## src/hdl/lse_pkg.sv

```systemverilog
`default_nettype none

package lse_pkg;

  localparam int DATA_W          = 32;
  localparam int KIND_W          = 3;
  localparam int STATUS_W        = 3;
  localparam int MAX_RESULTS     = 64;
  localparam int LEN_W           = $clog2(MAX_RESULTS + 1);
  localparam int DEF_STACK_DEPTH = 64;
  // result queue depth, power of two so the pointers wrap on their own
  localparam int OQ_DEPTH        = 4;

  // input operation codes
  localparam logic [KIND_W-1:0] K_PUSH = 3'd0;
  localparam logic [KIND_W-1:0] K_DUMP = 3'd1;
  localparam logic [KIND_W-1:0] K_PEEK = 3'd2;
  localparam logic [KIND_W-1:0] K_POP  = 3'd3;
  localparam logic [KIND_W-1:0] K_SWAP = 3'd4;

  // result status codes
  localparam logic [STATUS_W-1:0] ST_SHOWN      = 3'd0;
  localparam logic [STATUS_W-1:0] ST_PEEK_EMPTY = 3'd1;
  localparam logic [STATUS_W-1:0] ST_POP_EMPTY  = 3'd2;
  localparam logic [STATUS_W-1:0] ST_SWAP_SHORT = 3'd3;
  localparam logic [STATUS_W-1:0] ST_FULL       = 3'd4;

  // commands handed from front to back
  localparam logic [2:0] C_PUSH = 3'd0;
  localparam logic [2:0] C_ERR  = 3'd1;
  localparam logic [2:0] C_PEEK = 3'd2;
  localparam logic [2:0] C_SWAP = 3'd3;
  localparam logic [2:0] C_DUMP = 3'd4;

  typedef struct packed {
    logic [2:0]          op;
    logic [STATUS_W-1:0] status;
    logic [LEN_W-1:0]    len;
  } cmd_t;

endpackage

`default_nettype wire

```

## src/hdl/lifo_stack_engine_core.sv

```systemverilog
`default_nettype none

// LIFO stack engine: bounded stack of signed 32-bit values, one opcode per item.
// Input queue side: drive kind/push_value with push; a transfer happens when
// push is high and full is low. Result queue side: while empty is low the oldest
// result sits on status/shown_value/last_of_run; pop high transfers it.
// A front stage decodes ops against its own copy of the depth and queues
// commands (two entries) for a back stage that drives the stack RAM.
// Push is a RAM write in the back; good pop and unused codes never reach the
// back, so such items go in at one per cycle while full is low. Peek and error
// results wait for a result queue slot; swap does two reads and two writes on
// the single stack RAM port pair. Dump shows the stack from the top down,
// capped at 64 entries. With the back idle, a result passes the RAM read stage
// and then the result queue before it is on the result ports.
// When the receiver stalls, the four-entry result queue fills, the back stops,
// the command queue fills and full rises; nothing is dropped.
// Synchronous reset empties the stack and both queues; stack RAM contents are
// not cleared and need no clearing pass.

module lifo_stack_engine_core import lse_pkg::*; #(
  parameter int STACK_DEPTH = DEF_STACK_DEPTH
) (
  input  wire logic                       clk,
  input  wire logic                       rst,
  input  wire logic                       push,
  output logic                            full,
  input  wire logic        [KIND_W-1:0]   kind,
  input  wire logic signed [DATA_W-1:0]   push_value,
  output logic                            empty,
  input  wire logic                       pop,
  output logic             [STATUS_W-1:0] status,
  output logic signed      [DATA_W-1:0]   shown_value,
  output logic                            last_of_run
);

  localparam int AW = $clog2(STACK_DEPTH);

  logic              cmd_valid;
  cmd_t              cmd;
  logic [AW-1:0]     cmd_addr;
  logic [DATA_W-1:0] cmd_value;
  logic              cmd_take;
  logic [DATA_W-1:0] shown_raw;

  lse_front #(
    .STACK_DEPTH (STACK_DEPTH)
  ) u_front (
    .clk        (clk),
    .rst        (rst),
    .push       (push),
    .full       (full),
    .kind       (kind),
    .push_value (push_value),
    .cmd_valid  (cmd_valid),
    .cmd        (cmd),
    .cmd_addr   (cmd_addr),
    .cmd_value  (cmd_value),
    .cmd_take   (cmd_take)
  );

  lse_back #(
    .STACK_DEPTH (STACK_DEPTH)
  ) u_back (
    .clk         (clk),
    .rst         (rst),
    .cmd_valid   (cmd_valid),
    .cmd         (cmd),
    .cmd_addr    (cmd_addr),
    .cmd_value   (cmd_value),
    .cmd_take    (cmd_take),
    .empty       (empty),
    .pop         (pop),
    .status      (status),
    .shown_value (shown_raw),
    .last_of_run (last_of_run)
  );

  assign shown_value = shown_raw;

endmodule

`default_nettype wire

```

## src/hdl/lse_ram.sv

```systemverilog
`default_nettype none

module lse_ram #(
  parameter int WIDTH = 32,
  parameter int DEPTH = 64
) (
  input  wire logic                     clk,
  input  wire logic                     we,
  input  wire logic [$clog2(DEPTH)-1:0] waddr,
  input  wire logic [WIDTH-1:0]         wdata,
  input  wire logic [$clog2(DEPTH)-1:0] raddr,
  output logic      [WIDTH-1:0]         rdata
);

  logic [WIDTH-1:0] mem [DEPTH];

  always_ff @(posedge clk) begin
    if (we) begin
      mem[waddr] <= wdata;
    end
    rdata <= mem[raddr];
  end

endmodule

`default_nettype wire

```

## src/hdl/lse_front.sv

```systemverilog
`default_nettype none

module lse_front import lse_pkg::*; #(
  parameter int STACK_DEPTH = DEF_STACK_DEPTH
) (
  input  wire logic                             clk,
  input  wire logic                             rst,
  input  wire logic                             push,
  output logic                                  full,
  input  wire logic [KIND_W-1:0]                kind,
  input  wire logic [DATA_W-1:0]                push_value,
  output logic                                  cmd_valid,
  output cmd_t                                  cmd,
  output logic      [$clog2(STACK_DEPTH)-1:0]   cmd_addr,
  output logic      [DATA_W-1:0]                cmd_value,
  input  wire logic                             cmd_take
);

  localparam int AW = $clog2(STACK_DEPTH);
  localparam int CW = $clog2(STACK_DEPTH + 1);
  localparam int MW = (CW > LEN_W) ? CW : LEN_W;

  // the front tracks the depth itself: the count only depends on the op sequence
  logic [CW-1:0]     cnt;
  logic [CW-1:0]     cnt_next;
  logic [MW-1:0]     cnt_ext;
  logic [AW-1:0]     top_addr;
  logic              accept;
  logic              keep;
  cmd_t              c_cmd;
  logic [AW-1:0]     c_addr;

  cmd_t              q_cmd   [2];
  logic [AW-1:0]     q_addr  [2];
  logic [DATA_W-1:0] q_value [2];
  logic              wp;
  logic              rp;
  logic [1:0]        qcount;

  assign full     = (qcount == 2'd2);
  assign accept   = push && !full;
  assign cnt_ext  = MW'(cnt);
  assign top_addr = AW'(cnt - 1'b1);

  always_comb begin
    keep         = 1'b0;
    c_cmd.op     = C_ERR;
    c_cmd.status = ST_SHOWN;
    c_cmd.len    = '0;
    c_addr       = top_addr;
    cnt_next     = cnt;
    case (kind)
      K_PUSH: begin
        keep = 1'b1;
        if (cnt == CW'(STACK_DEPTH)) begin
          c_cmd.status = ST_FULL;
        end else begin
          c_cmd.op = C_PUSH;
          c_addr   = AW'(cnt);
          cnt_next = cnt + 1'b1;
        end
      end
      K_DUMP: begin
        if (cnt != '0) begin
          keep     = 1'b1;
          c_cmd.op = C_DUMP;
          c_cmd.len = (cnt_ext > MW'(MAX_RESULTS)) ? LEN_W'(MAX_RESULTS) : LEN_W'(cnt_ext);
        end
      end
      K_PEEK: begin
        keep = 1'b1;
        if (cnt == '0) begin
          c_cmd.status = ST_PEEK_EMPTY;
        end else begin
          c_cmd.op = C_PEEK;
        end
      end
      K_POP: begin
        // a good pop only moves the count; the back never sees it
        if (cnt == '0) begin
          keep         = 1'b1;
          c_cmd.status = ST_POP_EMPTY;
        end else begin
          cnt_next = cnt - 1'b1;
        end
      end
      K_SWAP: begin
        keep = 1'b1;
        if (cnt < CW'(2)) begin
          c_cmd.status = ST_SWAP_SHORT;
        end else begin
          c_cmd.op = C_SWAP;
        end
      end
      default: begin
        keep = 1'b0;
      end
    endcase
  end

  always_ff @(posedge clk) begin
    if (rst) begin
      cnt    <= '0;
      wp     <= 1'b0;
      rp     <= 1'b0;
      qcount <= '0;
    end else begin
      if (accept) begin
        cnt <= cnt_next;
      end
      if (accept && keep) begin
        wp <= ~wp;
      end
      if (cmd_take) begin
        rp <= ~rp;
      end
      qcount <= qcount + {1'b0, accept && keep} - {1'b0, cmd_take};
    end
  end

  always_ff @(posedge clk) begin
    if (accept && keep) begin
      q_cmd[wp]   <= c_cmd;
      q_addr[wp]  <= c_addr;
      q_value[wp] <= push_value;
    end
  end

  assign cmd_valid = (qcount != '0);
  assign cmd       = q_cmd[rp];
  assign cmd_addr  = q_addr[rp];
  assign cmd_value = q_value[rp];

  a_take_nonempty: assert property (@(posedge clk) disable iff (rst)
    cmd_take |-> qcount != '0)
    else $error("command taken from an empty queue");

  a_push_counts: assert property (@(posedge clk) disable iff (rst)
    (accept && kind == K_PUSH && cnt != CW'(STACK_DEPTH)) |=> cnt == $past(cnt) + 1'b1)
    else $error("push did not advance the depth");

endmodule

`default_nettype wire

```

## src/hdl/lse_back.sv

```systemverilog
`default_nettype none

module lse_back import lse_pkg::*; #(
  parameter int STACK_DEPTH = DEF_STACK_DEPTH
) (
  input  wire logic                           clk,
  input  wire logic                           rst,
  input  wire logic                           cmd_valid,
  input  wire cmd_t                           cmd,
  input  wire logic [$clog2(STACK_DEPTH)-1:0] cmd_addr,
  input  wire logic [DATA_W-1:0]              cmd_value,
  output logic                                cmd_take,
  output logic                                empty,
  input  wire logic                           pop,
  output logic      [STATUS_W-1:0]            status,
  output logic      [DATA_W-1:0]              shown_value,
  output logic                                last_of_run
);

  localparam int AW  = $clog2(STACK_DEPTH);
  localparam int OAW = $clog2(OQ_DEPTH);
  localparam int OCW = $clog2(OQ_DEPTH + 1);

  localparam logic [2:0] S_IDLE = 3'd0;
  localparam logic [2:0] S_DUMP = 3'd1;
  localparam logic [2:0] S_SW1  = 3'd2;
  localparam logic [2:0] S_SW2  = 3'd3;
  localparam logic [2:0] S_SW3  = 3'd4;

  logic [2:0]          state;
  logic [2:0]          state_next;
  logic [AW-1:0]       d_addr;
  logic [LEN_W-1:0]    d_len;
  logic [AW-1:0]       sw_addr;
  logic [DATA_W-1:0]   tmp;

  logic                we;
  logic [AW-1:0]       waddr;
  logic [DATA_W-1:0]   wdata;
  logic [AW-1:0]       raddr;
  logic [DATA_W-1:0]   rdata;

  logic                issue;
  logic [STATUS_W-1:0] issue_status;
  logic                issue_ram;
  logic                issue_last;
  logic                room;

  // one stage lines results up with the registered RAM read
  logic                pend_v;
  logic [STATUS_W-1:0] pend_status;
  logic                pend_ram;
  logic                pend_last;

  logic [STATUS_W-1:0] o_status [OQ_DEPTH];
  logic [DATA_W-1:0]   o_value  [OQ_DEPTH];
  logic                o_last   [OQ_DEPTH];
  logic [OAW-1:0]      owp;
  logic [OAW-1:0]      orp;
  logic [OCW-1:0]      ocount;
  logic                deq;

  lse_ram #(
    .WIDTH (DATA_W),
    .DEPTH (STACK_DEPTH)
  ) u_ram (
    .clk   (clk),
    .we    (we),
    .waddr (waddr),
    .wdata (wdata),
    .raddr (raddr),
    .rdata (rdata)
  );

  // reserve a queue slot for the result staged in pend
  assign room = (ocount + OCW'(pend_v)) < OCW'(OQ_DEPTH);

  always_comb begin
    state_next   = state;
    cmd_take     = 1'b0;
    we           = 1'b0;
    waddr        = cmd_addr;
    wdata        = cmd_value;
    raddr        = cmd_addr;
    issue        = 1'b0;
    issue_status = ST_SHOWN;
    issue_ram    = 1'b0;
    issue_last   = 1'b1;
    case (state)
      S_IDLE: begin
        if (cmd_valid) begin
          case (cmd.op)
            C_PUSH: begin
              we       = 1'b1;
              cmd_take = 1'b1;
            end
            C_ERR: begin
              if (room) begin
                issue        = 1'b1;
                issue_status = cmd.status;
                cmd_take     = 1'b1;
              end
            end
            C_PEEK: begin
              if (room) begin
                issue     = 1'b1;
                issue_ram = 1'b1;
                cmd_take  = 1'b1;
              end
            end
            C_SWAP: begin
              cmd_take   = 1'b1;
              state_next = S_SW1;
            end
            C_DUMP: begin
              cmd_take   = 1'b1;
              state_next = S_DUMP;
            end
            default: begin
              cmd_take = 1'b1;
            end
          endcase
        end
      end
      S_DUMP: begin
        raddr = d_addr;
        if (room) begin
          issue      = 1'b1;
          issue_ram  = 1'b1;
          issue_last = (d_len == LEN_W'(1));
          if (d_len == LEN_W'(1)) begin
            state_next = S_IDLE;
          end
        end
      end
      S_SW1: begin
        raddr      = sw_addr - 1'b1;
        state_next = S_SW2;
      end
      S_SW2: begin
        we         = 1'b1;
        waddr      = sw_addr;
        wdata      = rdata;
        state_next = S_SW3;
      end
      S_SW3: begin
        we         = 1'b1;
        waddr      = sw_addr - 1'b1;
        wdata      = tmp;
        state_next = S_IDLE;
      end
      default: begin
        state_next = S_IDLE;
      end
    endcase
  end

  assign deq = pop && !empty;

  always_ff @(posedge clk) begin
    if (rst) begin
      state  <= S_IDLE;
      pend_v <= 1'b0;
      owp    <= '0;
      orp    <= '0;
      ocount <= '0;
    end else begin
      state  <= state_next;
      pend_v <= issue;
      if (pend_v) begin
        owp <= owp + 1'b1;
      end
      if (deq) begin
        orp <= orp + 1'b1;
      end
      ocount <= ocount + OCW'(pend_v) - OCW'(deq);
    end
  end

  always_ff @(posedge clk) begin
    pend_status <= issue_status;
    pend_ram    <= issue_ram;
    pend_last   <= issue_last;
    if (state == S_IDLE) begin
      d_addr  <= cmd_addr;
      d_len   <= cmd.len;
      sw_addr <= cmd_addr;
    end else if (state == S_DUMP && room) begin
      d_addr <= d_addr - 1'b1;
      d_len  <= d_len - 1'b1;
    end
    if (state == S_SW1) begin
      tmp <= rdata;
    end
    if (pend_v) begin
      o_status[owp] <= pend_status;
      o_value[owp]  <= pend_ram ? rdata : '0;
      o_last[owp]   <= pend_last;
    end
  end

  assign empty       = (ocount == '0);
  assign status      = o_status[orp];
  assign shown_value = o_value[orp];
  assign last_of_run = o_last[orp];

  a_pend_has_room: assert property (@(posedge clk) disable iff (rst)
    pend_v |-> ocount < OCW'(OQ_DEPTH))
    else $error("staged result has no queue slot");

  a_dump_len: assert property (@(posedge clk) disable iff (rst)
    state == S_DUMP |-> d_len != '0)
    else $error("dump running with zero entries left");

  a_swap_seq: assert property (@(posedge clk) disable iff (rst)
    state == S_SW2 |=> state == S_SW3)
    else $error("swap write sequence broken");

endmodule

`default_nettype wire
```

## config.mk

```make
export PLATFORM = sky130hd
export DESIGN_NAME = lifo_stack_engine_core
export DESIGN_NICKNAME = d
export VERILOG_FILES = /design/src/hdl/lse_pkg.sv /design/src/hdl/lifo_stack_engine_core.sv /design/src/hdl/lse_ram.sv /design/src/hdl/lse_front.sv /design/src/hdl/lse_back.sv
export SDC_FILE = /design/constraint.sdc
export NUM_CORES = 2
export LEC_CHECK = 0
export BUFFER_PORTS_ARGS = -buffer_cell sky130_fd_sc_hd__clkbuf_2
export CAP_MARGIN = 10
export CORE_ASPECT_RATIO = 1.5
export CORE_MARGIN = 3
export CORE_UTILIZATION = 45
export DETAILED_ROUTE_END_ITERATION = 10
export GPL_TIMING_DRIVEN = 0
export HOLD_SLACK_MARGIN = 0.03
export PLACE_DENSITY = 0.61
export SYNTH_ARGS = -nofsm -noshare
export SYNTH_HDL_FRONTEND = slang
export SYNTH_HIERARCHICAL = 1
export SYNTH_SLANG_ARGS = --single-unit
```

## constraint.sdc

```tcl
create_clock -name clk -period 7.2 [get_ports clk]
set_input_delay 1.44 -clock clk [delete_from_list [all_inputs] [get_ports clk]]
set_output_delay 1.44 -clock clk [all_outputs]
set_load 0.05 [all_outputs]
```

==> impl_metrics.sql <==
INSERT INTO impl_metrics (metric_group, metric, value, unit) VALUES
('finish', 'final_cell_mix', '2345 x edfxtp_1, 580 x mux4_2, 216 x clkbuf_16', ''),
('power', 'worst_ir_drop_vdd', '0.2650', 'mV'),
('timing', 'crit_path_setup_slack_layout', '1.042', 'ns'),
('routing', 'detailedRoute.firstPassIterationCount', '8', ''),
('clock_tree', 'cts_tree', 'yes', ''),
('power', 'powerDensity', '396.0', 'nW/um^2'),
('synthesis', 'synth_top_area_cell', 'edfxtp_1', ''),
('critical_path', 'crit_top_cell', 'buf_2', ''),
('clock_tree', 'clock_tree.root_cell', 'clkbuf_16', ''),
('finish', 'area_grow_syn2layout', '14.41', '%'),
('synthesis', 'yosys_register_bits', '2407', ''),
('placed_design', 'port_buffers', '76', ''),
('hold_path', 'hp-class', 'register to register', ''),
('placed_design', 'dp_hpwl', '190.8', 'mm'),
('die', 'initial_core_util', '45.30', '%'),
('critical_path', 'timing.critical_path.fanout_max', '10', ''),
('synthesis', 'synthesized_area_per_cell', '22.06', 'um^2'),
('timing', 'finalClockSkew', '0.06067', 'ns'),
('timing', 'fmax', '162.4', 'MHz'),
('clock_tree', 'post_cts_resize_count', '0', ''),
('critical_path', 'timing.critical_path.slowest_stage_cell', 'a21oi_1', ''),
('finish', 'final_util', '51.83', '%'),
('global_routing', 'antenna_found_initial', '21', ''),
('die', 'design.die.area', '210900', 'um^2'),
('global_routing', 'grt_pass1_vias', '46620', ''),
('synthesis', 'synthesis.nets', '4244', ''),
('critical_path', 'worstSetupEndpointType', 'register', ''),
('timing', 'finalMaxSlewViolations', '0', ''),
('routing', 'postRouteAntennaNets', '0', ''),
('synthesis', 'syn_area', '92390', 'um^2'),
('critical_path', 'worst_path_required_time', '7.93', 'ns'),
('synthesis', 'post_synth_num_cell_types', '71', ''),
('die', 'pin_count', '77', ''),
('synthesis', 'ys_seq_area_share', '77.56', '%'),
('global_routing', 'globalRouteOverflowTotal', '0', ''),
('clock_tree', 'clock_path_buffers', '4', ''),
('finish', 'fill_cells', '15730', ''),
('power', 'power.total', '41860', 'uW'),
('job', 'drv.max_cap_violation_count', '0', ''),
('timing', 'finalCriticalPeriod', '6.158', 'ns'),
('finish', 'final_net_count', '4669', ''),
('die', 'floorplan.die.height', '561.0', 'um'),
('clock_tree', 'postCtsSetupBuffers', '0', ''),
('clock_tree', 'worst_skew_pair_later_pin_latency', '0.88', 'ns'),
('global_routing', 'pin_count_of_the_biggest_net_entering_global_routing', '65', ''),
('routing', 'dr_total_vias', '46390', ''),
('timing', 'rsz0062_at_grt', 'no', ''),
('critical_path', 'critical_path.cell_chain', 'clkbuf_1 -> buf_1 -> mux2_2 -> nand3_1 -> o221ai_1 -> buf_2 -> buf_2 -> buf_2 -> clkbuf_1 -> buf_2 -> mux2i_1 -> a21oi_1 -> a21oi_1 -> nor2_1', ''),
('die', 'rows', '203', ''),
('clock_tree', 'cts_htree_levels', '4', ''),
('timing', 'timing.final.crit_share', '85.53', '%'),
('timing', 'finalHoldViolations', '0', ''),
('critical_path', 'timing.critical_path.max_delay_family', 'buffers and inverters', ''),
('critical_path', 'critPathLaunchType', 'register', ''),
('finish', 'final_layout_size_suffix_gt1_share', '28.39', '%'),
('routing', 'drc', '0', ''),
('timing', 'max_slew.worst_pin.slew', '1.442', 'ns'),
('synthesis', 'synth-async-reset-ratio', '0', '%'),
('routing', 'drt-initial-drc-count', '6177', ''),
('timing', 'setup_viol', '0', ''),
('power', 'power.static_leakage', '0.03321', 'uW'),
('routing', 'post_drt_via_cell_ratio', '6.237', ''),
('timing', 'timing.slew.headroom', '3.866', '%'),
('outcome', 'status', 'completed', ''),
('critical_path', 'critPathMaxStageDelay', '1.08', 'ns'),
('synthesis', 'synth-edff-count', '2345', ''),
('routing', 'drt-wirelength-per-cell', '37.02', 'um'),
('placed_design', 'place_worst_setup_slack', '1.049', 'ns'),
('clock_tree', 'clock_sinks', '2407', ''),
('global_routing', 'gr-usage-all-layers', '26.03', '%'),
('critical_path', 'critical_path_class', 'register to register', '');
-- kinds of logic after synthesis --
kind of cell               share of synthesized area [%]
muxes                                              15.84
AOI/OAI and AO/OA                                  2.656
DFF                                                77.56
adders and majority gates                         0.2167
buffers and inverters                              1.314
xor gates and xnor gates                          0.1801
and+or+nand+nor                                    2.240
-- cell type report --
type	count	area, um^2	share of cell area (%)
multi-input cells	1525	20110	19.02
clock buffers	271	5657	5.351
clock inverters	101	728.2	0.6889
inverters	23	86.33	0.08167
flip-flops and latches	2407	71660	67.79
plain buffers	234	1130	1.069
well taps	2665	3334	3.154
diodes	3	7.507	0.007102
repair buffers	209	2999	2.837
-- state kept, by name, summed over array words and instances (netlist names), 2 cells and up, named ones only --
register / count
u_back/d_addr: 6
u_back/ocount: 3
u_back/state: 3
u_front/cnt: 7
u_back/o_status: 12
u_front/q_addr: 12
u_back/owp: 2
u_back/pend_status: 3
u_back/u_ram/mem: 2048
u_back/d_len: 7
u_back/o_value: 128
u_front/qcount: 2
u_back/orp: 2
u_front/q_value: 64
u_front/q_cmd: 26
u_back/o_last: 4
u_back/sw_addr: 6
u_back/tmp: 32
u_back/u_ram/rdata: 32
-- per-stage QoR --
step           setup TNS [ns]  instance area, um^2  cells
6_report                    0               105700   7438
3_5_place_dp                0                99310   7062
4_1_cts                     0               105700   7434
3_3_place_gp         -1445.36                96110   6930
5_1_grt                     0               105700   7436
2_1_floorplan               0                92390   4189
-- synth_stat cells, drive strengths merged (32+ instances only) --
library cell / count
edfxtp: 2345
mux4: 580
nor2: 174
buf: 127
clkbuf: 107
mux2i: 95
o22ai: 85
a21oi: 79
dfxtp: 62
mux2: 55
and2: 50
nand2: 46
a21o: 34
a22o: 32
-- report_power, final --
part,internal (uW),switching [uW]
clock,5850,4920
sequential,16900,210
combinational,4630,9330
-- worst paths after layout --
kind	slack, ns	start	cells after the start	to
worst max-delay path	1.04	register	14	u_back/u_ram/rdata[14]
worst min-delay path	0.46	u_back/u_ram/rdata[11]	0	u_back/tmp[11]
worst max register to register	1.04	register	14	u_back/u_ram/rdata[14]
worst min register to register	0.46	u_back/u_ram/rdata[11]	0	u_back/tmp[11]
-- routing by layer --
metal	track usage [%]	part of all wire [%]
met1	30.20	33
met2	44.71	51
met3	3.854	7.7
met4	17.89	8.1
met5	0	0.013
(Power assumes the default switching activity.)
